## src/rtl/usb_standard_request_responder_unit_macros.svh

```systemverilog
// Assertion macros for the USB standard request responder.
// Included by the top level; no other dependencies.
`ifndef USB_STANDARD_REQUEST_RESPONDER_UNIT_MACROS_SVH
`define USB_STANDARD_REQUEST_RESPONDER_UNIT_MACROS_SVH
`ifndef SYNTHESIS
`define USRR_ASSERT_IMPL(lbl, ck, rs, ante, cons) \
  lbl: assert property (@(posedge ck) disable iff (rs) (ante) |-> (cons)) \
    else $error("usrr assertion failed");
`define USRR_ASSERT_NEXT(lbl, ck, rs, ante, cons) \
  lbl: assert property (@(posedge ck) disable iff (rs) (ante) |=> (cons)) \
    else $error("usrr assertion failed");
`else
`define USRR_ASSERT_IMPL(lbl, ck, rs, ante, cons)
`define USRR_ASSERT_NEXT(lbl, ck, rs, ante, cons)
`endif
`endif

```

## src/rtl/usrr_pkg.sv

```systemverilog
// Package for the USB standard request responder: transaction types, codes,
// descriptor ROM contents and lookup functions. No dependencies.
`timescale 1ns / 1ps
`default_nettype none

package usrr_pkg;

  localparam int unsigned MAX_RESULTS = 17;
  localparam int unsigned BEAT_W      = 5;
  localparam int unsigned POS_W       = 7;
  localparam int unsigned DEV_BYTES   = 18;
  localparam int unsigned CFG_BYTES   = 67;
  localparam int unsigned STR_WORDS   = 68;

  typedef logic [POS_W-1:0] pos_t;

  localparam logic [7:0] REQ_SET_ADDRESS    = 8'd5;
  localparam logic [7:0] REQ_GET_DESCRIPTOR = 8'd6;

  localparam logic [7:0] DT_DEVICE = 8'd1;
  localparam logic [7:0] DT_CONFIG = 8'd2;
  localparam logic [7:0] DT_STRING = 8'd3;
  localparam logic [7:0] STR_INDEX_MAX = 8'd4;

  localparam logic [1:0] KIND_DATA  = 2'd0;
  localparam logic [1:0] KIND_ADDR  = 2'd1;
  localparam logic [1:0] KIND_UNSUP = 2'd2;

  typedef enum logic {
    ST_IDLE,
    ST_STREAM
  } state_t;

  typedef enum logic [2:0] {
    DESC_DEVICE,
    DESC_CONFIG,
    DESC_STR_LANG,
    DESC_STR_MANU,
    DESC_STR_PROD,
    DESC_STR_SERIAL,
    DESC_STR_CONFIG
  } desc_id_t;

  typedef struct packed {
    logic [7:0]  request_code;
    logic [15:0] request_value;
    logic [15:0] request_length;
  } req_t;

  typedef struct packed {
    logic [1:0]  response_kind;
    logic [31:0] data_word;
    logic [2:0]  byte_count;
    logic        last_beat;
    logic [6:0]  device_address;
  } rsp_t;

  // Device descriptor followed by configuration descriptor.
  localparam logic [7:0] DEV_CFG_ROM [DEV_BYTES + CFG_BYTES] = '{
    8'h12, 8'h01, 8'h10, 8'h01, 8'h02, 8'h00, 8'h00, 8'h40, 8'h50, 8'h1d,
    8'ha7, 8'h60, 8'h00, 8'h02, 8'h01, 8'h02, 8'h03, 8'h01,
    8'h09, 8'h02, 8'h43, 8'h00, 8'h02, 8'h01, 8'h00, 8'hC0,
    8'h32, 8'h09, 8'h04, 8'h00, 8'h00, 8'h01, 8'h02, 8'h02,
    8'h01, 8'h00, 8'h05, 8'h24, 8'h00, 8'h10, 8'h01, 8'h05,
    8'h24, 8'h01, 8'h00, 8'h01, 8'h04, 8'h24, 8'h02, 8'h02,
    8'h05, 8'h24, 8'h06, 8'h00, 8'h01, 8'h07, 8'h05, 8'h82,
    8'h03, 8'h08, 8'h00, 8'hFF, 8'h09, 8'h04, 8'h01, 8'h00,
    8'h02, 8'h0A, 8'h00, 8'h00, 8'h00, 8'h07, 8'h05, 8'h01,
    8'h02, 8'h40, 8'h00, 8'h00, 8'h07, 8'h05, 8'h81, 8'h02,
    8'h40, 8'h00, 8'h00
  };

  // String descriptors as 16-bit words, sent low byte first.
  localparam logic [15:0] STR_ROM [STR_WORDS] = '{
    16'h0304, 16'h0409,
    16'h031E, 16'h004F, 16'h0070, 16'h0065, 16'h006E, 16'h006D, 16'h006F,
    16'h006B, 16'h006F, 16'h002C, 16'h0020, 16'h0049, 16'h006E, 16'h0063,
    16'h002E,
    16'h0332, 16'h0048, 16'h0079, 16'h0064, 16'h0072, 16'h0061, 16'h0042,
    16'h0075, 16'h0073, 16'h0020, 16'h0031, 16'h002E, 16'h0030, 16'h0020,
    16'h0043, 16'h004F, 16'h004D, 16'h0020, 16'h0050, 16'h006F, 16'h0072,
    16'h0074, 16'h0032,
    16'h0336, 16'h0030, 16'h0030, 16'h0033, 16'h0037, 16'h0030, 16'h0030,
    16'h0031, 16'h0045, 16'h0033, 16'h0034, 16'h0033, 16'h0036, 16'h0035,
    16'h0031, 16'h0031, 16'h0031, 16'h0033, 16'h0039, 16'h0033, 16'h0033,
    16'h0033, 16'h0034, 16'h0033, 16'h0034,
    16'h0306, 16'h0030, 16'h0031
  };

  function automatic pos_t desc_size(desc_id_t id);
    pos_t s;
    case (id)
      DESC_DEVICE:     s = pos_t'(DEV_BYTES);
      DESC_CONFIG:     s = pos_t'(CFG_BYTES);
      DESC_STR_LANG:   s = pos_t'(4);
      DESC_STR_MANU:   s = pos_t'(30);
      DESC_STR_PROD:   s = pos_t'(46);
      DESC_STR_SERIAL: s = pos_t'(50);
      DESC_STR_CONFIG: s = pos_t'(6);
      default:         s = '0;
    endcase
    return s;
  endfunction

  function automatic logic [6:0] str_base(desc_id_t id);
    logic [6:0] b;
    case (id)
      DESC_STR_MANU:   b = 7'd2;
      DESC_STR_PROD:   b = 7'd17;
      DESC_STR_SERIAL: b = 7'd40;
      DESC_STR_CONFIG: b = 7'd65;
      default:         b = 7'd0;
    endcase
    return b;
  endfunction

  // One descriptor byte; zero past the end of the descriptor.
  function automatic logic [7:0] desc_byte(desc_id_t id, pos_t pos);
    logic [6:0]  widx;
    logic [15:0] w;
    logic [7:0]  b;
    b    = '0;
    w    = '0;
    widx = str_base(id) + {1'b0, pos[POS_W-1:1]};
    if (widx < 7'(STR_WORDS)) begin
      w = STR_ROM[widx];
    end
    if (pos < desc_size(id)) begin
      case (id)
        DESC_DEVICE: b = DEV_CFG_ROM[pos];
        DESC_CONFIG: b = DEV_CFG_ROM[pos_t'(DEV_BYTES) + pos];
        default:     b = pos[0] ? w[15:8] : w[7:0];
      endcase
    end
    return b;
  endfunction

endpackage

`default_nettype wire

```

## src/rtl/usrr_desc_rom.sv

```systemverilog
// Descriptor ROM with a registered read port, one beat wide.
// Depends on usrr_pkg.
`timescale 1ns / 1ps
`default_nettype none

module usrr_desc_rom #(
  parameter int unsigned BYTES_PER_BEAT = 4
) (
  input  wire logic                                  clk,
  input  wire logic                                  en,
  input  wire usrr_pkg::desc_id_t                    id,
  input  wire usrr_pkg::pos_t                        pos,
  input  wire logic [$clog2(BYTES_PER_BEAT+1)-1:0]   nbytes,
  output logic [31:0]                                data_word
);
  import usrr_pkg::*;

  localparam int unsigned CNT_W = $clog2(BYTES_PER_BEAT + 1);
  // Only the first four bytes of a beat fit in the data word.
  localparam int unsigned LANES = (BYTES_PER_BEAT < 4) ? BYTES_PER_BEAT : 4;

  logic [31:0] data_next;

  always_comb begin
    data_next = '0;
    for (int i = 0; i < LANES; i++) begin
      if (CNT_W'(i) < nbytes) begin
        data_next[8*i +: 8] = desc_byte(id, pos + pos_t'(i));
      end
    end
  end

  always_ff @(posedge clk) begin
    if (en) begin
      data_word <= data_next;
    end
  end

endmodule

`default_nettype wire

```

## src/rtl/usb_standard_request_responder_unit.sv

```systemverilog
// First response beat: the request context is registered on the request transaction, then the beat
// is loaded into the response register and the ROM read register. Throughput: one beat per cycle
//   while the sink is ready; an empty packet is one beat, and the 67-byte configuration descriptor
//   is 17 beats at four bytes a beat, all read through the single registered descriptor ROM read port.
// Reset: synchronous; clears the FSM, response valid and the stored address to 0.
`timescale 1ns / 1ps
`default_nettype none

`include "usb_standard_request_responder_unit_macros.svh"

module usb_standard_request_responder_unit #(
  parameter int unsigned BYTES_PER_BEAT = 4
) (
  input  wire logic           clk,
  input  wire logic           rst,
  input  wire logic           request_valid,
  output logic                request_ready,
  input  wire usrr_pkg::req_t request,
  output logic                response_valid,
  input  wire logic           response_ready,
  output usrr_pkg::rsp_t      response
);
  import usrr_pkg::*;

  localparam int unsigned CNT_W = $clog2(BYTES_PER_BEAT + 1);
  localparam pos_t        BPB   = pos_t'(BYTES_PER_BEAT);

  // Control
  state_t state, state_next;
  logic   load;          // move the next beat into the response register
  logic   req_fire;

  // Per-request context, captured on the request transaction
  desc_id_t          id;
  pos_t              pos;       // next descriptor byte to send
  pos_t              remain;    // bytes still to send
  logic [BEAT_W-1:0] beat_cnt;
  logic [1:0]        kind;
  logic [6:0]        stored_address;

  // Request decode
  desc_id_t  dec_id;
  logic      dec_known;
  pos_t      dec_size;
  pos_t      dec_total;
  logic [7:0] dec_type;
  logic [7:0] dec_index;

  // Beat formation
  logic [CNT_W-1:0] nbytes;
  logic             beat_last;

  // Response register (data word comes from the ROM's read register)
  logic [1:0]  rsp_kind;
  logic [2:0]  rsp_count;
  logic        rsp_last;
  logic [6:0]  rsp_addr;
  logic [31:0] rom_data;

  assign req_fire = request_valid & request_ready;

  // ---------------------------------------------------------------------
  // Request decode: descriptor type / string index to descriptor id
  // ---------------------------------------------------------------------
  always_comb begin
    dec_type  = request.request_value[15:8];
    dec_index = request.request_value[7:0];
    dec_id    = DESC_DEVICE;
    dec_known = 1'b0;
    if (request.request_code == REQ_GET_DESCRIPTOR) begin
      if (dec_type == DT_DEVICE) begin
        dec_id    = DESC_DEVICE;
        dec_known = 1'b1;
      end else if (dec_type == DT_CONFIG) begin
        dec_id    = DESC_CONFIG;
        dec_known = 1'b1;
      end else if (dec_type == DT_STRING && dec_index <= STR_INDEX_MAX) begin
        dec_id    = desc_id_t'(3'(DESC_STR_LANG) + dec_index[2:0]);
        dec_known = 1'b1;
      end
    end
    dec_size  = desc_size(dec_id);
    // bytes sent = min(descriptor size, wLength)
    dec_total = (request.request_length < 16'(dec_size))
                ? request.request_length[POS_W-1:0] : dec_size;
  end

  // ---------------------------------------------------------------------
  // Beat formation: up to BYTES_PER_BEAT bytes, cut at MAX_RESULTS beats
  // ---------------------------------------------------------------------
  always_comb begin
    nbytes    = (remain > BPB) ? CNT_W'(BYTES_PER_BEAT) : CNT_W'(remain);
    beat_last = (remain <= BPB) || (beat_cnt == BEAT_W'(MAX_RESULTS - 1));
  end

  // ---------------------------------------------------------------------
  // FSM: next state
  // ---------------------------------------------------------------------
  always_comb begin
    state_next = state;
    case (state)
      ST_IDLE: begin
        if (request_valid) begin
          state_next = ST_STREAM;
        end
      end
      ST_STREAM: begin
        if (load && beat_last) begin
          state_next = ST_IDLE;
        end
      end
      default: state_next = ST_IDLE;
    endcase
  end

  // FSM: outputs. A new request is taken while the last beat still waits.
  always_comb begin
    request_ready = 1'b0;
    load          = 1'b0;
    case (state)
      ST_IDLE:   request_ready = 1'b1;
      ST_STREAM: load = !response_valid || response_ready;
      default: begin
        request_ready = 1'b0;
        load          = 1'b0;
      end
    endcase
  end

  always_ff @(posedge clk) begin
    if (rst) begin
      state          <= ST_IDLE;
      stored_address <= '0;
    end else begin
      state <= state_next;
      if (req_fire && request.request_code == REQ_SET_ADDRESS) begin
        stored_address <= request.request_value[6:0];
      end
    end
  end

  // Request context
  always_ff @(posedge clk) begin
    if (req_fire) begin
      id       <= dec_id;
      pos      <= '0;
      beat_cnt <= '0;
      remain   <= dec_known ? dec_total : '0;
      if (request.request_code == REQ_SET_ADDRESS) begin
        kind <= KIND_ADDR;
      end else if (dec_known) begin
        kind <= KIND_DATA;
      end else begin
        kind <= KIND_UNSUP;
      end
    end else if (load) begin
      pos      <= pos + pos_t'(nbytes);
      remain   <= remain - pos_t'(nbytes);
      beat_cnt <= beat_cnt + 1'b1;
    end
  end

  // ---------------------------------------------------------------------
  // Response register; data word is the ROM read register loaded alongside
  // ---------------------------------------------------------------------
  usrr_desc_rom #(
    .BYTES_PER_BEAT(BYTES_PER_BEAT)
  ) u_rom (
    .clk      (clk),
    .en       (load),
    .id       (id),
    .pos      (pos),
    .nbytes   (nbytes),
    .data_word(rom_data)
  );

  always_ff @(posedge clk) begin
    if (rst) begin
      response_valid <= 1'b0;
    end else if (load) begin
      response_valid <= 1'b1;
    end else if (response_ready) begin
      response_valid <= 1'b0;
    end
  end

  always_ff @(posedge clk) begin
    if (load) begin
      rsp_kind  <= kind;
      rsp_count <= 3'(nbytes);
      rsp_last  <= beat_last;
      rsp_addr  <= stored_address;   // address after this request's update
    end
  end

  always_comb begin
    response.response_kind  = rsp_kind;
    response.data_word      = rom_data;
    response.byte_count     = rsp_count;
    response.last_beat      = rsp_last;
    response.device_address = rsp_addr;
  end

  // ---------------------------------------------------------------------
  // Assertions
  // ---------------------------------------------------------------------
  `USRR_ASSERT_IMPL(a_beat_limit, clk, rst, state == ST_STREAM,
                    beat_cnt < BEAT_W'(MAX_RESULTS))
  `USRR_ASSERT_NEXT(a_last_ends, clk, rst, load && beat_last, state == ST_IDLE)
  `USRR_ASSERT_IMPL(a_data_kind, clk, rst, response_valid && response.byte_count != 3'd0,
                    response.response_kind == KIND_DATA)
  `USRR_ASSERT_NEXT(a_set_addr, clk, rst,
                    req_fire && request.request_code == REQ_SET_ADDRESS,
                    stored_address == $past(request.request_value[6:0]))

endmodule

`default_nettype wire

```

## config.mk

```make
export PLATFORM = sky130hd
export DESIGN_NAME = usb_standard_request_responder_unit
export DESIGN_NICKNAME = d
export VERILOG_FILES = /design/src/rtl/usrr_pkg.sv /design/src/rtl/usrr_desc_rom.sv /design/src/rtl/usb_standard_request_responder_unit.sv
export VERILOG_INCLUDE_DIRS = /design/src /design/src/rtl
export SDC_FILE = /design/constraint.sdc
export NUM_CORES = 1
export LEC_CHECK = 0
export BUFFER_PORTS_ARGS = -buffer_cell sky130_fd_sc_hd__buf_2
export CAP_MARGIN = 10
export CORE_AREA = 2 2 246 248
export DETAILED_ROUTE_END_ITERATION = 8
export DIE_AREA = 0 0 248 250
export PLACE_DENSITY = 0.44
export SETUP_SLACK_MARGIN = 0.2
export SLEW_MARGIN = 20
export SYNTH_ARGS = -nofsm -noshare
export SYNTH_HDL_FRONTEND = slang
export SYNTH_SLANG_ARGS = --single-unit
```

## constraint.sdc

```tcl
create_clock -name clk -period 10.8 [get_ports clk]
set_input_delay 2.7 -clock clk [delete_from_list [all_inputs] [get_ports clk]]
set_output_delay 2.7 -clock clk [all_outputs]
set_load 0.01 [all_outputs]
```

==> results of run 1 <==
-- cells in the mapped netlist, drive strengths merged (10+ instances only) --
cell type	number	share of area
o31ai	24	0.013
or2	11	0.0045
nand3	93	0.030
nand2	200	0.049
nor2	197	0.049
clkbuf	151	0.037
dfxtp	21	0.027
mux4	15	0.022
and2	12	0.0049
buf	51	0.016
a21o	12	0.0059
and3	10	0.0041
mux2i	34	0.022
nor4	22	0.0090
a31oi	56	0.023
a2111oi	13	0.0074
o211ai	59	0.029
nor3	71	0.023
o2111ai	23	0.013
a21oi	182	0.061
nor2b	19	0.0077
ha	114	0.093
edfxtp	57	0.11
a22oi	14	0.0069
nand2b	17	0.0069
a211oi	54	0.027
o311a	10	0.0065
inv	67	0.016
a221oi	26	0.016
or3	16	0.0065
a311oi	28	0.016
xnor2	70	0.045
nand4	23	0.0094
xor2	18	0.010
a211o	10	0.0057
o221ai	16	0.0091
o22ai	23	0.0094
o311ai	14	0.0080
o21ai	158	0.052
-- area by class of cell --
| type | instances | area [um2] |
|---|---|---|
| well taps | 782 | 978 |
| clock buffers | 12 | 268 |
| repair buffers | 146 | 871 |
| fillers | 6470 | 42900 |
| clock inverters | 4 | 27.5 |
| multi-input cells | 1795 | 12100 |
| inverters | 74 | 278 |
| flip-flops and latches | 78 | 2140 |
-- worst paths after layout --
check | endpoint | slack [ns] | cells past startpoint
setup reg to reg | u_rom.data_word[25]$_SDFFCE_PN0P_ | 4.44 | 15
hold / removal | rsp_kind[1]$_DFFE_PP_ | 0.42 | 0
hold reg to reg | rsp_kind[1]$_DFFE_PP_ | 0.42 | 0
setup / recovery | u_rom.data_word[25]$_SDFFCE_PN0P_ | 4.44 | 15
-- registers in the layout (all words and copies together), names as in the netlist --
name / cells
beat_cnt: 5
stored_address: 7
rsp_count: 3
u_rom.data_word: 32
rsp_addr: 7
response_valid: 1
id: 3
rsp_kind: 2
kind: 2
rsp_last: 1
pos: 7
state: 1
remain: 7
-- worst reg2reg max path: stages (launching register included) --
cell and delay [ns]:
sky130_fd_sc_hd__dfxtp_2 0.68, sky130_fd_sc_hd__inv_1 0.29, sky130_fd_sc_hd__buf_4 0.31, sky130_fd_sc_hd__ha_1 0.34, sky130_fd_sc_hd__nand3b_1 0.23, sky130_fd_sc_hd__xnor2_2 0.75
sky130_fd_sc_hd__inv_2 0.37, sky130_fd_sc_hd__ha_1 0.68, sky130_fd_sc_hd__nand2b_1 0.19, sky130_fd_sc_hd__a21oi_1 0.16, sky130_fd_sc_hd__nand2_1 0.11, sky130_fd_sc_hd__nor2_1 0.83
sky130_fd_sc_hd__o2111ai_1 0.25, sky130_fd_sc_hd__o2111a_1 0.23, sky130_fd_sc_hd__o41ai_1 0.49, sky130_fd_sc_hd__a221oi_1 0.19
-- power by group through the flow --
stage | registers, mW | clock network [mW] | logic, mW
detailed placement | 0.403 | 0 | 1.88
global route | 0.401 | 0.351 | 2.08
finish | 0.395 | 0.332 | 1.92
CTS | 0.397 | 0.348 | 1.89
global placement | 0.403 | 0 | 1.89
floorplan | 0.406 | 0 | 1.37
-- through the flow --
stage / std cells / util / hold slack [ns] / setup slack [ns]
6_report: 2891 / 0.280 / 0.418 / 4.44
5_1_grt: 2891 / 0.280 / 0.426 / 4.04
4_1_cts: 2891 / 0.280 / 0.416 / 4.76
3_5_place_dp: 2875 / 0.275 / 0.406 / 4.43
3_3_place_gp: 2875 / 0.275 / 0.401 / 4.59
2_1_floorplan: 2149 / - / 0.400 / 4.99
-- logic make-up (layout without fill, tap and decap cells) --
logic type / Yosys count / count (layout) / synth area share
buffers and inverters: 276 / 236 / 0.0713
AO/OA/AOI/OAI: 804 / 804 / 0.357
adder cells (fa/ha/maj): 119 / 119 / 0.0995
AND/OR/NAND/NOR: 720 / 720 / 0.220
flip-flops: 78 / 78 / 0.139
XOR/XNOR: 94 / 94 / 0.0637
other: 1 / 1 / 0.000244
multiplexers: 57 / 57 / 0.0501
-- layer usage --
| layer | vias to the layer above | GRT usage |
|---|---|---|
| met5 | - | 0 |
| met2 | 808 | 0.326 |
| met1 | 8385 | 0.278 |
| li1 | 8122 | - |
| met3 | 111 | 0.0351 |
| met4 | 2 | 0.0741 |
==> results.sh, run 1 <==
export IMPL_clock_edge_transition_at_the_registers_on_the_reported_setup_and_hold_paths_ns=0.07
export IMPL_power_density_mw_per_mm2=158
export IMPL_drt_antenna_violating_nets=0
export IMPL_type_of_destination_of_the_critical_path="flip-flop"
export IMPL_io_buffers=90
export IMPL_chipWidth_um=248
export IMPL_skew_ns=0.0145
export IMPL_cts_inserted_buffers=9
export IMPL_clock_power_share=0.125
export IMPL_final_cell_mix="sky130_fd_sc_hd__nand2_1 (200), sky130_fd_sc_hd__nor2_1 (193), sky130_fd_sc_hd__a21oi_1 (180), sky130_fd_sc_hd__o21ai_0 (151), sky130_fd_sc_hd__ha_1 (112)"
export IMPL_num_antenna_cells=0
export IMPL_highest_signal_layer="met5"
export IMPL_wire_per_inst_um=22.6
export IMPL_clock_latency_ns=0.39
export IMPL_drv_max_cap_violation_count=0
export IMPL_syn_nets=2312
export IMPL_tritoncts_clock_tree="done"
export IMPL_report_power_total_mw=2.64
export IMPL_start_kind="flip-flop"
export IMPL_ys_warnings_count=0
export IMPL_post_dp_cell_area_mm2=0.0164
export IMPL_synthDistinctLibCells=94
export IMPL_areaGrowthSynthToFinish_pct=8.88
export IMPL_post_cts_buffers=0
export IMPL_ys_dominant_reg_cell="sky130_fd_sc_hd__edfxtp_1"
export IMPL_hold_path_startpoint="kind[1]$_SDFFCE_PN0P_"
export IMPL_grt_first_pass_wirelength_um=99900
export IMPL_clock_sink_count=78
export IMPL_final_cell_area_mm2=0.0167
export IMPL_max_vdd_ir_drop_uv=90.3
export IMPL_crit_path_start="pos[0]$_SDFFE_PP0P_"
export IMPL_place_congestion=0.852
export IMPL_timing_final_crit_period_ns=6.36
export IMPL_place_hpwl_um=44900
export IMPL_pin_count=91
export IMPL_track_usage=0.206
export IMPL_share_seq_of_total_power=0.149
export IMPL_min_path_type="reg -> reg"
export IMPL_std_cell_rows=90
export IMPL_placeableCoreArea_mm2=0.0596
export IMPL_max_slew_margin_rel=0.276
export IMPL_synth_edff_count=57
export IMPL_power_share_switching=0.545
export IMPL_via_count_of_the_first_global_routing_pass=16474
export IMPL_cts_htree_levels=3
export IMPL_routed_wl_met2_um=29900
export IMPL_ctsResizeCount=0
export IMPL_synthesized_area_divided_by_synthesized_cell_count_um2=7.14
export IMPL_grt_overflow_total=0
export IMPL_leakagePower_nw=5.86
export IMPL_timing_hold_violations_final=0
export IMPL_cts_root_to_sink_buffers=2
export IMPL_critical_path_required_ns=10.91
export IMPL_critical_path_slowest_cell="sky130_fd_sc_hd__nor2_1"
export IMPL_path_cells="inv_1, buf_4, ha_1, nand3b_1, xnor2_2, inv_2, ha_1, nand2b_1, a21oi_1, nand2_1, nor2_1, o2111ai_1, o2111a_1, o41ai_1, a221oi_1"
export IMPL_final_net_count=2267
export IMPL_most_frequent_standard_cell_in_the_layout_excluding_fill_and_tap_cells="sky130_fd_sc_hd__nand2_1"
export IMPL_crit_top_cell="sky130_fd_sc_hd__ha_1"
export IMPL_largest_net_degree_at_the_start_of_global_routing=58
export IMPL_cellInternalPower_mw=1.20
export IMPL_synthCells=2149
export IMPL_ctsRootBufferMaster="sky130_fd_sc_hd__clkbuf_16"
export IMPL_holdBufCountCts=0
export IMPL_timing_critical_path_slowest_cell_delay_ns=0.83
export IMPL_synthArstFlopShare=0
export IMPL_power_switching_mw=1.44
export IMPL_final_max_tran_viols=0
export IMPL_first_pass_iters=8
export IMPL_synth_seq_area_share=0.139
export IMPL_setup_repair_after_global_routing_missed_its_margin="false"
export IMPL_postSynthRegisterBits=78
export IMPL_worst_path_dominant_cell_family="simple AND/OR/NAND/NOR gates"
export IMPL_setup_tns_ns=0
export IMPL_worstMarginPinSlew_ns=1.08
export IMPL_die_area_mm2=0.0620
export IMPL_crit_path_max_fanout=18
export IMPL_critical_path_class="reg -> reg"
export IMPL_status="finished clean"
export IMPL_post_route_wl_um=65300
export IMPL_crit_buf_inv=3
export IMPL_dr_total_vias=17428
export IMPL_initial_core_util=0.257
export IMPL_critical_path_arrival_ns=6.47
export IMPL_grt_antenna_before_repair=1
export IMPL_die_height_um=250
export IMPL_syn_area_mm2=0.0153
export IMPL_crit_reg2reg_launch="pos[0]$_SDFFE_PP0P_"
export IMPL_met3WireLength_um=4930
export IMPL_post_route_cells_drive_above_1_share=0.112
export IMPL_detail_route_iter0_violations=1782
export IMPL_detail_route_drc_violations=0
export IMPL_combPwrFrac=0.725
export IMPL_fmax_mhz=157
export IMPL_routedLengthMet1_um=28400
export IMPL_timing_final_setup_violations=0
export IMPL_detail_route_vias_per_cell=6.03
export IMPL_fin_crit_sh=0.589
Power figures use the tool's default switching activity.
==> run 2, diff against run 1 <==
--- a/config.mk
+++ b/config.mk
@@ -11,7 +11,7 @@
 export CORE_AREA = 2 2 246 248
 export DETAILED_ROUTE_END_ITERATION = 8
 export DIE_AREA = 0 0 248 250
-export PLACE_DENSITY = 0.44
+export PLACE_DENSITY = 0.46
 export SETUP_SLACK_MARGIN = 0.2
 export SLEW_MARGIN = 20
 export SYNTH_ARGS = -nofsm -noshare
==> constraint.sdc (replaced) <==
create_clock -name clk -period 5.3 [get_ports clk]
set_input_delay 1.325 -clock clk [delete_from_list [all_inputs] [get_ports clk]]
set_output_delay 1.325 -clock clk [all_outputs]
set_load 0.01 [all_outputs]
==> results.sh, run 2 (synthesis gave the netlist of run 1 again) <==
export IMPL_detail_route_drc_violations=0
export IMPL_drt_antenna_violating_nets=0
export IMPL_report_power_total_mw=5.55
export IMPL_post_route_wl_um=67100
export IMPL_post_route_util=0.288
export IMPL_post_cts_buffers=0
export IMPL_clock_sink_count=78
export IMPL_cellInternalPower_mw=2.54
export IMPL_ff_latch_area_mm2=0.00214
export IMPL_crit_path_max_fanout=35
export IMPL_critical_path_arrival_ns=4.84
export IMPL_type_of_destination_of_the_critical_path="flip-flop"
export IMPL_start_kind="flip-flop"
export IMPL_max_vdd_ir_drop_uv=160
export IMPL_final_max_tran_viols=0
export IMPL_power_switching_mw=3.00
export IMPL_leakagePower_nw=6.17
export IMPL_wire_per_inst_um=22.7
export IMPL_timing_hold_violations_final=0
export IMPL_timing_hold_ws_ns=0.427
export IMPL_largest_register="u_rom.data_word"
export IMPL_multi_input_area_mm2=0.0121
export IMPL_placeableCoreArea_mm2=0.0596
export IMPL_timing_final_crit_period_ns=4.72
export IMPL_io_buffers=90
export IMPL_detail_route_iter0_violations=1931
export IMPL_final_net_count=2330
export IMPL_worstMarginPinSlew_ns=1.05
export IMPL_clock_edge_transition_at_the_registers_on_the_reported_setup_and_hold_paths_ns=0.08
export IMPL_cts_root_to_sink_buffers=2
export IMPL_cts_inserted_buffers=9
export IMPL_pin_count=91
export IMPL_fin_crit_sh=0.890
export IMPL_grt_antenna_before_repair=0
export IMPL_dr_total_vias=17786
export IMPL_grt_overflow_total=0
export IMPL_die_area_mm2=0.0620
export IMPL_clock_latency_ns=0.39
export IMPL_via_count_of_the_first_global_routing_pass=16941
export IMPL_fin_ws_ns=0.581
export IMPL_clock_power_share=0.122
export IMPL_combPwrFrac=0.731
export IMPL_chipWidth_um=248
export IMPL_detail_route_vias_per_cell=6.02
export IMPL_critical_path_class="reg -> reg"
export IMPL_most_frequent_standard_cell_in_the_layout_excluding_fill_and_tap_cells="sky130_fd_sc_hd__nand2_1"
export IMPL_timing_final_setup_violations=0
export IMPL_std_cell_rows=90
export IMPL_post_place_ws_ns=0.380
export IMPL_first_pass_iters=7
export IMPL_holdBufCountCts=0
export IMPL_areaGrowthSynthToFinish_pct=12.0
export IMPL_initial_core_util=0.257
export IMPL_setup_repair_after_global_routing_missed_its_margin="false"
export IMPL_n_fill_cell=6532
export IMPL_largest_net_degree_at_the_start_of_global_routing=40
export IMPL_grt_first_pass_wirelength_um=103000
export IMPL_tritoncts_clock_tree="done"
export IMPL_power_share_switching=0.542
export IMPL_largest_register_ffs=32
export IMPL_status="finished clean"
export IMPL_fmax_mhz=212
export IMPL_place_congestion=0.900
export IMPL_max_slew_margin_rel=0.294
export IMPL_power_density_mw_per_mm2=323
export IMPL_die_height_um=250
export IMPL_setup_tns_ns=0
export IMPL_drv_max_cap_violation_count=0
export IMPL_critical_path_required_ns=5.43
export IMPL_min_path_type="reg -> reg"
export IMPL_post_route_cells_drive_above_1_share=0.137
export IMPL_ctsRootBufferMaster="sky130_fd_sc_hd__clkbuf_16"
export IMPL_cts_htree_levels=3
export IMPL_place_hpwl_um=47500
export IMPL_skew_ns=0.0161
export IMPL_share_seq_of_total_power=0.147
export IMPL_final_cell_mix="sky130_fd_sc_hd__nand2_1 (200), sky130_fd_sc_hd__nor2_1 (195), sky130_fd_sc_hd__a21oi_1 (180), sky130_fd_sc_hd__o21ai_0 (151), sky130_fd_sc_hd__buf_4 (119)"
export IMPL_track_usage=0.211
export IMPL_ctsResizeCount=0
export IMPL_num_antenna_cells=0
==> run 2: cell count changes in the layout (fill, tap and decap cells not counted), sizes merged <==
cell and change:
clkbuf +1, inv +1, clkinv -1, clkinvlp -1, buf +63
==> run 2: power by group through the flow <==
stage | logic, mW | clock network, mW | registers, mW
floorplan | 2.79 | 0 | 0.828
global placement | 3.97 | 0 | 0.828
detailed placement | 3.96 | 0 | 0.830
CTS | 3.98 | 0.708 | 0.817
global route | 4.39 | 0.722 | 0.828
finish | 4.05 | 0.678 | 0.816
==> run 2: worst paths after layout <==
path / slack [ns] / end / startpoint / cells past startpoint
setup / recovery: 0.58 / u_rom.data_word[22]$_SDFFCE_PN0P_ / pos[2]$_SDFFE_PP0P_ / 14
hold / removal: 0.43 / rsp_kind[0]$_DFFE_PP_ / kind[0]$_SDFFCE_PN1P_ / 0
setup reg to reg: 0.58 / u_rom.data_word[22]$_SDFFCE_PN0P_ / pos[2]$_SDFFE_PP0P_ / 14
hold reg to reg: 0.43 / rsp_kind[0]$_DFFE_PP_ / kind[0]$_SDFFCE_PN1P_ / 0
==> run 2: layout make-up <==
class                      instances  share of cell area
clock buffer                      13              0.0158
clock inverter                     3             0.00138
inverter                          74              0.0162
multi-input combinational       1795               0.707
sequential                        78               0.124
tap                              782              0.0570
timing repair buffer             209              0.0782
==> run 2: per-stage QoR <==
stage          instances  cell area (um2)
5_1_grt             2954            17200
3_3_place_gp        2938            16900
3_5_place_dp        2938            16900
6_report            2954            17200
2_1_floorplan       2149            15300
4_1_cts             2954            17200
==> run 2: routing by layer <==
metal  up-vias  GRT usage  wire length (um)
met5         -          0                 0
met4         0     0.0797              2330
met3       119     0.0354              4720
met2       824      0.339             30900
met1      8594      0.282             29100
li1       8249          -                 -
==> run 2: critical path, cell delays in order, from the launching register on <==
cell	delay [ns]
sky130_fd_sc_hd__dfxtp_2	0.56
sky130_fd_sc_hd__buf_4	0.46
sky130_fd_sc_hd__and3_1	0.35
sky130_fd_sc_hd__xnor2_2	0.16
sky130_fd_sc_hd__inv_2	0.06
sky130_fd_sc_hd__ha_1	0.59
sky130_fd_sc_hd__inv_1	0.25
sky130_fd_sc_hd__o31a_1	0.33
sky130_fd_sc_hd__nor2_1	0.50
sky130_fd_sc_hd__buf_4	0.33
sky130_fd_sc_hd__mux2i_1	0.09
sky130_fd_sc_hd__a221oi_1	0.31
sky130_fd_sc_hd__a21oi_1	0.14
sky130_fd_sc_hd__o21ai_0	0.18
sky130_fd_sc_hd__o31ai_1	0.11
